===== config.mk =====
export PLATFORM = sky130hd
export DESIGN_NAME = pair_risk_alarm_throttle
export DESIGN_NICKNAME = d
export VERILOG_FILES = /design/src/rtl/prat_pkg.sv /design/src/rtl/pair_risk_alarm_throttle.sv /design/src/rtl/prat_front.sv /design/src/rtl/prat_queue.sv /design/src/rtl/prat_back.sv
export SDC_FILE = /design/constraint.sdc
export NUM_CORES = 2
export LEC_CHECK = 0
export ABC_AREA = 1
export BUFFER_PORTS_ARGS = -buffer_cell sky130_fd_sc_hd__buf_2
export CORE_MARGIN = 5
export CORE_UTILIZATION = 65
export DETAILED_ROUTE_END_ITERATION = 10
export PLACE_DENSITY_LB_ADDON = 0.05
export SLEW_MARGIN = 20
export SYNTH_ARGS = -nofsm -noshare
export SYNTH_HDL_FRONTEND = slang
export SYNTH_SLANG_ARGS = --single-unit

===== constraint.sdc =====
create_clock -name clk_i -period 22.3 [get_ports clk_i]
set_input_delay 4.46 -clock clk_i [delete_from_list [all_inputs] [get_ports clk_i]]
set_output_delay 4.46 -clock clk_i [all_outputs]
set_load 0.005 [all_outputs]

===== src/rtl/prat_pkg.sv =====
// ----------------------------------------------------------------------------
// prat_pkg
// Shared types and constants of the pair risk alarm throttle.
// ----------------------------------------------------------------------------
package prat_pkg;

  localparam int APB_ADDR_W = 3;
  localparam int APB_DATA_W = 32;

  localparam logic KIND_TICK   = 1'b0;
  localparam logic KIND_REPORT = 1'b1;

  localparam logic [1:0] RISK_NORMAL  = 2'd0;
  localparam logic [1:0] RISK_WARNING = 2'd1;
  localparam logic [1:0] RISK_DANGER  = 2'd2;
  localparam logic [1:0] RISK_SATURATED = 2'd3;

  localparam logic REG_WARNING_REPEAT = 1'b0;
  localparam logic REG_DANGER_REPEAT  = 1'b1;

  localparam logic [7:0] WARNING_REPEAT_RESET = 8'd12;
  localparam logic [7:0] DANGER_REPEAT_RESET  = 8'd15;

  typedef struct packed {
    logic        kind;
    logic [6:0]  slot;
    logic [1:0]  risk;
    logic [15:0] mid_x;
    logic [15:0] mid_y;
  } cmd_t;

  typedef struct packed {
    logic [1:0] cur;
    logic [1:0] prev;
    logic [7:0] cool;
  } entry_t;

  typedef struct packed {
    logic [7:0] warning_repeat;
    logic [7:0] danger_repeat;
  } cfg_t;

  typedef struct packed {
    logic clearing;
  } back_status_t;

  typedef struct packed {
    logic [6:0]  slot;
    logic [1:0]  risk;
    logic [15:0] mid_x;
    logic [15:0] mid_y;
  } event_t;

endpackage


===== src/rtl/pair_risk_alarm_throttle.sv =====
// ----------------------------------------------------------------------------
// pair_risk_alarm_throttle
// Per-pair alarm throttle: a front stage, a command queue and a table engine.
// ----------------------------------------------------------------------------
// A report's event passes the queue entry, the command register and the
// output register before it shows on the result ports. The table engine
// handles a report with a memory read and a write-back of one slot, and a tick
// with one memory read and write per slot. After reset, full stays high while
// the table is cleared; configuration writes are taken.
module pair_risk_alarm_throttle import prat_pkg::*; #(
  parameter int PAIR_SLOTS = 128
) (
  input  logic                  clk_i,
  input  logic                  rst_ni,
  input  logic                  push,
  output logic                  full,
  input  logic                  kind_i,
  input  logic [6:0]            pair_slot_i,
  input  logic [1:0]            pair_risk_i,
  input  logic [15:0]           first_x_i,
  input  logic [15:0]           first_y_i,
  input  logic [15:0]           second_x_i,
  input  logic [15:0]           second_y_i,
  output logic                  empty,
  input  logic                  pop,
  output logic [6:0]            event_slot_o,
  output logic [1:0]            event_risk_o,
  output logic [15:0]           mid_x_o,
  output logic [15:0]           mid_y_o,
  input  logic                  psel,
  input  logic                  penable,
  input  logic                  pwrite,
  input  logic [APB_ADDR_W-1:0] paddr,
  input  logic [APB_DATA_W-1:0] pwdata,
  output logic [APB_DATA_W-1:0] prdata,
  output logic                  pready
);

  cfg_t         cfg_q;
  back_status_t status;
  logic         q_push;
  cmd_t         q_wr_item;
  logic         q_full;
  logic         q_pop;
  logic         q_empty;
  cmd_t         q_rd_item;
  event_t       evt;
  logic         reg_write;

  assign pready    = 1'b1;
  assign reg_write = psel & penable & pwrite & pready;
  assign prdata    = (paddr[2] == REG_DANGER_REPEAT) ? APB_DATA_W'(cfg_q.danger_repeat)
                                                     : APB_DATA_W'(cfg_q.warning_repeat);

  always_ff @(posedge clk_i or negedge rst_ni) begin
    if (!rst_ni) begin
      cfg_q.warning_repeat <= WARNING_REPEAT_RESET;
      cfg_q.danger_repeat  <= DANGER_REPEAT_RESET;
    end else if (reg_write) begin
      if (paddr[2] == REG_WARNING_REPEAT) begin
        cfg_q.warning_repeat <= pwdata[7:0];
      end else begin
        cfg_q.danger_repeat <= pwdata[7:0];
      end
    end
  end

  prat_front #(
    .PAIR_SLOTS(PAIR_SLOTS)
  ) u_front (
    .push        (push),
    .full        (full),
    .kind_i      (kind_i),
    .pair_slot_i (pair_slot_i),
    .pair_risk_i (pair_risk_i),
    .first_x_i   (first_x_i),
    .first_y_i   (first_y_i),
    .second_x_i  (second_x_i),
    .second_y_i  (second_y_i),
    .status_i    (status),
    .q_full_i    (q_full),
    .q_push_o    (q_push),
    .q_item_o    (q_wr_item)
  );

  prat_queue u_queue (
    .clk_i   (clk_i),
    .rst_ni  (rst_ni),
    .push_i  (q_push),
    .item_i  (q_wr_item),
    .full_o  (q_full),
    .pop_i   (q_pop),
    .empty_o (q_empty),
    .item_o  (q_rd_item)
  );

  prat_back #(
    .PAIR_SLOTS(PAIR_SLOTS)
  ) u_back (
    .clk_i     (clk_i),
    .rst_ni    (rst_ni),
    .cfg_i     (cfg_q),
    .status_o  (status),
    .q_empty_i (q_empty),
    .q_item_i  (q_rd_item),
    .q_pop_o   (q_pop),
    .empty     (empty),
    .pop       (pop),
    .event_o   (evt)
  );

  assign event_slot_o = evt.slot;
  assign event_risk_o = evt.risk;
  assign mid_x_o      = evt.mid_x;
  assign mid_y_o      = evt.mid_y;

endmodule


===== src/rtl/prat_front.sv =====
// ----------------------------------------------------------------------------
// prat_front
// Accepts input items, saturates the risk code, drops reports for slots
// outside the table and forms the coordinate midpoints.
// ----------------------------------------------------------------------------
module prat_front import prat_pkg::*; #(
  parameter int PAIR_SLOTS = 128
) (
  input  logic         push,
  output logic         full,
  input  logic         kind_i,
  input  logic [6:0]   pair_slot_i,
  input  logic [1:0]   pair_risk_i,
  input  logic [15:0]  first_x_i,
  input  logic [15:0]  first_y_i,
  input  logic [15:0]  second_x_i,
  input  logic [15:0]  second_y_i,
  input  back_status_t status_i,
  input  logic         q_full_i,
  output logic         q_push_o,
  output cmd_t         q_item_o
);

  logic        accept;
  logic        in_range;
  logic [16:0] sum_x;
  logic [16:0] sum_y;

  assign full     = q_full_i | status_i.clearing;
  assign accept   = push & ~full;
  assign in_range = 32'(pair_slot_i) < PAIR_SLOTS;
  assign q_push_o = accept & ((kind_i == KIND_TICK) | in_range);

  assign sum_x = {first_x_i[15], first_x_i} + {second_x_i[15], second_x_i};
  assign sum_y = {first_y_i[15], first_y_i} + {second_y_i[15], second_y_i};

  always_comb begin
    q_item_o.kind  = kind_i;
    q_item_o.slot  = pair_slot_i;
    q_item_o.risk  = (pair_risk_i == RISK_SATURATED) ? RISK_DANGER : pair_risk_i;
    q_item_o.mid_x = sum_x[16:1];
    q_item_o.mid_y = sum_y[16:1];
  end

endmodule


===== src/rtl/prat_queue.sv =====
// ----------------------------------------------------------------------------
// prat_queue
// Two-entry command queue between the front and the back.
// ----------------------------------------------------------------------------
module prat_queue import prat_pkg::*; (
  input  logic clk_i,
  input  logic rst_ni,
  input  logic push_i,
  input  cmd_t item_i,
  output logic full_o,
  input  logic pop_i,
  output logic empty_o,
  output cmd_t item_o
);

  cmd_t       mem_q [2];
  logic       wr_ptr_q;
  logic       rd_ptr_q;
  logic [1:0] count_q;
  logic       do_push;
  logic       do_pop;

  assign full_o  = (count_q == 2'd2);
  assign empty_o = (count_q == 2'd0);
  assign do_push = push_i & ~full_o;
  assign do_pop  = pop_i & ~empty_o;
  assign item_o  = mem_q[rd_ptr_q];

  always_ff @(posedge clk_i or negedge rst_ni) begin
    if (!rst_ni) begin
      wr_ptr_q <= 1'b0;
      rd_ptr_q <= 1'b0;
      count_q  <= 2'd0;
    end else begin
      if (do_push) begin
        wr_ptr_q <= ~wr_ptr_q;
      end
      if (do_pop) begin
        rd_ptr_q <= ~rd_ptr_q;
      end
      if (do_push && !do_pop) begin
        count_q <= count_q + 2'd1;
      end else if (do_pop && !do_push) begin
        count_q <= count_q - 2'd1;
      end
    end
  end

  always_ff @(posedge clk_i) begin
    if (do_push) begin
      mem_q[wr_ptr_q] <= item_i;
    end
  end

endmodule


===== src/rtl/prat_back.sv =====
// ----------------------------------------------------------------------------
// prat_back
// Holds the slot table in a memory, clears it after reset, sweeps it on ticks,
// performs the read-modify-write of a report and holds the result in an output register.
// ----------------------------------------------------------------------------
module prat_back import prat_pkg::*; #(
  parameter int PAIR_SLOTS = 128
) (
  input  logic         clk_i,
  input  logic         rst_ni,
  input  cfg_t         cfg_i,
  output back_status_t status_o,
  input  logic         q_empty_i,
  input  cmd_t         q_item_i,
  output logic         q_pop_o,
  output logic         empty,
  input  logic         pop,
  output event_t       event_o
);

  localparam int SLOT_W = (PAIR_SLOTS > 1) ? $clog2(PAIR_SLOTS) : 1;
  localparam logic [SLOT_W-1:0] LAST_SLOT = SLOT_W'(PAIR_SLOTS - 1);

  typedef enum logic [3:0] {
    S_CLEAR = 4'b0001,
    S_IDLE  = 4'b0010,
    S_EXEC  = 4'b0100,
    S_SWEEP = 4'b1000
  } state_e;

  state_e            state_q, state_d;
  logic [SLOT_W-1:0] idx_q, idx_d;
  cmd_t              cmd_q;
  logic              cmd_load;
  entry_t            mem [PAIR_SLOTS];
  entry_t            rdata_q;
  logic              mem_we;
  logic [SLOT_W-1:0] mem_waddr;
  entry_t            mem_wdata;
  logic              mem_re;
  logic [SLOT_W-1:0] mem_raddr;
  logic              out_valid_q, out_valid_d;
  event_t            out_q;
  logic              out_load;
  logic [31:0]       q_slot_ext;
  logic [31:0]       cmd_slot_ext;
  entry_t            upd;
  logic              emit;

  assign q_slot_ext   = 32'(q_item_i.slot);
  assign cmd_slot_ext = 32'(cmd_q.slot);
  assign status_o.clearing = (state_q == S_CLEAR);
  assign empty   = ~out_valid_q;
  assign event_o = out_q;

  always_comb begin
    upd      = rdata_q;
    upd.cur  = cmd_q.risk;
    emit     = 1'b0;
    if (cmd_q.risk != RISK_NORMAL) begin
      if (rdata_q.prev == RISK_DANGER && cmd_q.risk == RISK_WARNING) begin
        upd.cool = cfg_i.warning_repeat;
      end else if (cmd_q.risk != rdata_q.prev || rdata_q.cool == 8'd0) begin
        emit     = 1'b1;
        upd.cool = (cmd_q.risk == RISK_DANGER) ? cfg_i.danger_repeat
                                               : cfg_i.warning_repeat;
      end
    end
  end

  always_comb begin
    state_d     = state_q;
    idx_d       = idx_q;
    cmd_load    = 1'b0;
    q_pop_o     = 1'b0;
    mem_we      = 1'b0;
    mem_waddr   = idx_q;
    mem_wdata   = '0;
    mem_re      = 1'b0;
    mem_raddr   = idx_q;
    out_load    = 1'b0;
    out_valid_d = out_valid_q & ~pop;
    case (state_q)
      S_CLEAR: begin
        mem_we = 1'b1;
        if (idx_q == LAST_SLOT) begin
          idx_d   = '0;
          state_d = S_IDLE;
        end else begin
          idx_d = idx_q + 1'b1;
        end
      end
      S_IDLE: begin
        if (!q_empty_i) begin
          q_pop_o  = 1'b1;
          cmd_load = 1'b1;
          mem_re   = 1'b1;
          if (q_item_i.kind == KIND_TICK) begin
            mem_raddr = '0;
            idx_d     = '0;
            state_d   = S_SWEEP;
          end else begin
            mem_raddr = q_slot_ext[SLOT_W-1:0];
            state_d   = S_EXEC;
          end
        end
      end
      S_EXEC: begin
        if (!(emit && out_valid_q && !pop)) begin
          mem_we    = 1'b1;
          mem_waddr = cmd_slot_ext[SLOT_W-1:0];
          mem_wdata = upd;
          state_d   = S_IDLE;
          if (emit) begin
            out_load    = 1'b1;
            out_valid_d = 1'b1;
          end
        end
      end
      S_SWEEP: begin
        mem_we         = 1'b1;
        mem_wdata.prev = rdata_q.cur;
        mem_wdata.cur  = RISK_NORMAL;
        mem_wdata.cool = (rdata_q.cool != 8'd0) ? rdata_q.cool - 8'd1 : 8'd0;
        if (idx_q == LAST_SLOT) begin
          state_d = S_IDLE;
        end else begin
          mem_re    = 1'b1;
          mem_raddr = idx_q + 1'b1;
          idx_d     = idx_q + 1'b1;
        end
      end
      default: begin
        state_d = S_IDLE;
      end
    endcase
  end

  always_ff @(posedge clk_i or negedge rst_ni) begin
    if (!rst_ni) begin
      state_q     <= S_CLEAR;
      idx_q       <= '0;
      out_valid_q <= 1'b0;
    end else begin
      state_q     <= state_d;
      idx_q       <= idx_d;
      out_valid_q <= out_valid_d;
    end
  end

  always_ff @(posedge clk_i) begin
    if (cmd_load) begin
      cmd_q <= q_item_i;
    end
    if (out_load) begin
      out_q.slot  <= cmd_q.slot;
      out_q.risk  <= cmd_q.risk;
      out_q.mid_x <= cmd_q.mid_x;
      out_q.mid_y <= cmd_q.mid_y;
    end
  end

  always_ff @(posedge clk_i) begin
    if (mem_we) begin
      mem[mem_waddr] <= mem_wdata;
    end
    if (mem_re) begin
      rdata_q <= mem[mem_raddr];
    end
  end

endmodule


==> impl_metrics.env <==
export IMPL_cts_buffer_depth=3
export IMPL_vias_per_cell=5.98
export IMPL_area_growth_pct=9.39
export IMPL_path_clk_slew_ns=0.06
export IMPL_syn_instance_count=7290
export IMPL_maxCapViolCount=0
export IMPL_grt_pass1_wl_um=299000
export IMPL_die_y_um=356
export IMPL_finalHoldViolations=0
export IMPL_use_met3_pct=6.37
export IMPL_p_sw_mw=5.93
export IMPL_p_clk_share_pct=21.8
export IMPL_place_gp_congestion=0.911
export IMPL_dpl_cell_count=8679
export IMPL_holdPathEnd="u_back.event_o[12]"
export IMPL_gr_usage_met1_pct=42.9
export IMPL_reg2reg_from="u_queue.rd_ptr_q"
export IMPL_io_pin_count=192
export IMPL_tightest_slew_ns=1.19
export IMPL_ctsResizeCount=0
export IMPL_syn_area_mm2=0.0779
export IMPL_use_met2_pct=48.8
export IMPL_switching_share_pct=45.0
export IMPL_timing_fmax_ghz=0.106
export IMPL_combPwrFrac_pct=46.8
export IMPL_route_detailed_drc=0
export IMPL_startpoint="paddr[2]"
export IMPL_insertion_delay_ns=0.80
export IMPL_ir_drop_mv=0.205
export IMPL_dieArea_mm2=0.127
export IMPL_grt_most_used_layer="met2"
export IMPL_final_cell_mix="edfxtp_1, nand2_1, inv_1"
export IMPL_detail_route_iter0_violations=6964
export IMPL_core_area_mm2=0.119
export IMPL_synth_edff_count=1714
export IMPL_routed_wl_um=199000
export IMPL_ys_seq_area_share_pct=67.1
export IMPL_max_stage_delay_ns=0.23
export IMPL_startpoint_type="primary input"
export IMPL_seqPwrFrac_pct=31.4
export IMPL_cp_max_fo=18
export IMPL_yosys_most_used_dff="edfxtp_1"
export IMPL_finalCritPeriodShare_pct=42.3
export IMPL_stdcell_area_mm2=0.0852
export IMPL_num_nets_final=7394
export IMPL_p_int_mw=7.24
export IMPL_cellPowerDensity_mw_per_mm2=155
export IMPL_dr_pass1_iters=6
export IMPL_critPathCaptureType="primary output"
export IMPL_syn_area_per_cell_um2=10.7
export IMPL_vias=53900
export IMPL_io_buffers=140
export IMPL_place_area_mm2=0.0796
export IMPL_rr_endpoint="u_back.rdata_q[8]"
export IMPL_grt_overflow_total=0
export IMPL_cts_root_buf="clkbuf_16"
export IMPL_cp_slowest_cell="buf_2"
export IMPL_p_total_mw=13.2
export IMPL_ant_nets=0
export IMPL_start_util_pct=65.2
export IMPL_mostFrequentLayoutCell="edfxtp_1"
export IMPL_status="complete, no violations"
export IMPL_crit_buf_inv=2
export IMPL_crit_arrival_ns=4.98
export IMPL_fillers=8404
export IMPL_die_w_um=356
export IMPL_final_max_slew_viol_count=0
export IMPL_area_sequential_mm2=0.0523
export IMPL_synth_cell_type_count=53
export IMPL_period_needed_ns=9.44
export IMPL_worst_clock_skew_ns=0.0251
export IMPL_relSlewSlack_pct=20.7
export IMPL_hpwl_um=110000
export IMPL_hp_start="u_back.cmd_q[12]"
export IMPL_grt_start_max_net_pins=200
export IMPL_htreeDepth=4
export IMPL_yosys_warnings=0
export IMPL_antenna_found_initial=2
export IMPL_rsz0062_at_grt="false"
export IMPL_yosys_register_bits=1746
export IMPL_multiInputGateArea_mm2=0.0191
export IMPL_cts_hold_buf=0
export IMPL_final_core_util_pct=71.3
export IMPL_first_global_vias=50500
export IMPL_cts_tree="built"
export IMPL_finish_cell_count_without_fillers=9001
export IMPL_cp_required_ns=17.84
export IMPL_rows=127
export IMPL_holdPathStages=0
export IMPL_cts_sinks=1746
export IMPL_r2r_slack_ns=15.73
export IMPL_grtUsageTotal_pct=31.0
export IMPL_min_path_type="flop to flop"
export IMPL_drive_above_1_share_pct=8.91
export IMPL_critPathTopFamily="buffers and inverters"
export IMPL_cts_setup_buffers=0
export IMPL_path_class="primary input to primary output"
export IMPL_synthArstFlopShare_pct=1.83
export IMPL_tns_ns=0
export IMPL_leakagePower_nw=34.7
export IMPL_crit_path_cell_trace="buf_2, nand2_1, o21ai_0, buf_2"
export IMPL_cp_common_cell="buf_2"
export IMPL_finalSetupViolCount=0
export IMPL_wire_per_inst_um=22.1
export IMPL_reg2reg_depth=19
export IMPL_cts_made_buffers=173
-- layer usage --
metal  vias up  wire, um
met5         -        13
met4         2      8520
met3       478     20900
met2      2948     93600
met1     25800     76100
li1      24700         -
-- power by group through the flow --
stage	Combinational (mW)	Clock [mW]	Sequential [mW]
2_1_floorplan	4.07	0	4.25
3_3_place_gp	5.90	0	4.20
3_5_place_dp	6.01	0	4.21
4_1_cts	6.04	2.89	4.14
5_1_grt	6.64	3.03	4.15
6_report	6.17	2.87	4.14
-- cells in the mapped netlist, types with 3 or more instances --
| cell type | instances | area [um^2] |
|---|---|---|
| edfxtp_1 | 1714 | 51500 |
| nand2_1 | 1372 | 5150 |
| inv_1 | 1259 | 4730 |
| nand3_1 | 1179 | 5900 |
| nand4_1 | 463 | 2900 |
| o21ai_0 | 337 | 1690 |
| clkbuf_1 | 225 | 845 |
| buf_2 | 184 | 921 |
| nor2_1 | 170 | 638 |
| buf_4 | 51 | 383 |
| o211ai_1 | 49 | 368 |
| a21oi_1 | 36 | 180 |
| ha_1 | 34 | 425 |
| xor2_1 | 28 | 245 |
| dfrtp_1 | 25 | 626 |
| buf_1 | 19 | 71.3 |
| nand2_2 | 15 | 93.8 |
| nand2_4 | 11 | 124 |
| xnor2_1 | 11 | 96.3 |
| inv_2 | 10 | 37.5 |
| a31oi_1 | 7 | 43.8 |
| dfstp_2 | 7 | 184 |
| nor3_1 | 6 | 30.0 |
| o22ai_1 | 6 | 37.5 |
| a211oi_1 | 5 | 37.5 |
| nor2_8 | 5 | 100 |
| o21ai_4 | 5 | 81.3 |
| a21boi_0 | 4 | 30.0 |
| buf_6 | 4 | 45.0 |
| inv_4 | 4 | 25.0 |
| nor2_2 | 4 | 25.0 |
| nor2_4 | 4 | 45.0 |
| nor3_2 | 4 | 40.0 |
| nand3_2 | 3 | 30.0 |
| nand4_2 | 3 | 37.5 |
-- layout make-up --
type	instances	area share, %
sequential	1746	61.3
multi-input combinational	3808	22.4
antenna	1	0.00294
timing repair buffer	239	1.80
tap	1612	2.37
clock inverter	100	1.03
inverter	1274	5.63
clock buffer	221	5.49
-- worst max path at each step --
stage	end	slack (ns)	depth (start not counted)
3_5_place_dp	prdata[2]	12.87	4
2_1_floorplan	u_back.mem[0][9]	11.16	6
3_3_place_gp	prdata[3]	12.86	4
4_1_cts	prdata[2]	12.86	4
5_1_grt	prdata[5]	12.79	4
6_report	prdata[4]	12.86	4
-- worst register-to-register path, cell delays in order (launching register included) --
cell	delay [ns]
dfrtp_1	0.36
buf_4	0.28
inv_2	0.63
nand2_1	0.16
nand2_1	0.19
nand4_1	0.12
buf_4	0.32
nand3_4	0.53
buf_12	0.71
buf_4	0.75
buf_4	0.83
nand2_1	0.19
nand3_1	0.11
nand3_1	0.19
nand3_1	0.27
nand3_1	0.16
nand3_1	0.28
nand2_1	0.12
nand2_1	0.08
nand2_1	0.07
-- metrics by stage --
stage                     worst slack (ns)  hold slack (ns)
after floorplan                      11.16            0.400
after global placement               12.86            0.402
after detailed placement             12.87            0.405
after CTS                            12.86            0.415
after global routing                 12.79            0.424
final                                12.86            0.414
-- sequential cells by signal, indices dropped and copies added, names as in the netlist --
signal              flops
u_back.cmd_q           41
u_back.out_valid_q      1
u_back.event_o         41
u_back.mem           1536
u_queue.count_q         2
cfg_q                  16
u_back.rdata_q         12
u_back.idx_q            7
u_queue.mem_q          84
u_back.state_q          4
u_queue.wr_ptr_q        1
u_queue.rd_ptr_q        1
-- cell families after synthesis --
group	Yosys count	synth area share, %
fa+ha+maj	36	0.597
xor+xnor	39	0.438
simple gates	3245	19.5
other cells	2	0.00964
buf+inv	1759	9.10
flops	1746	67.1
compound gates	463	3.30
(Power assumes the default switching activity.)
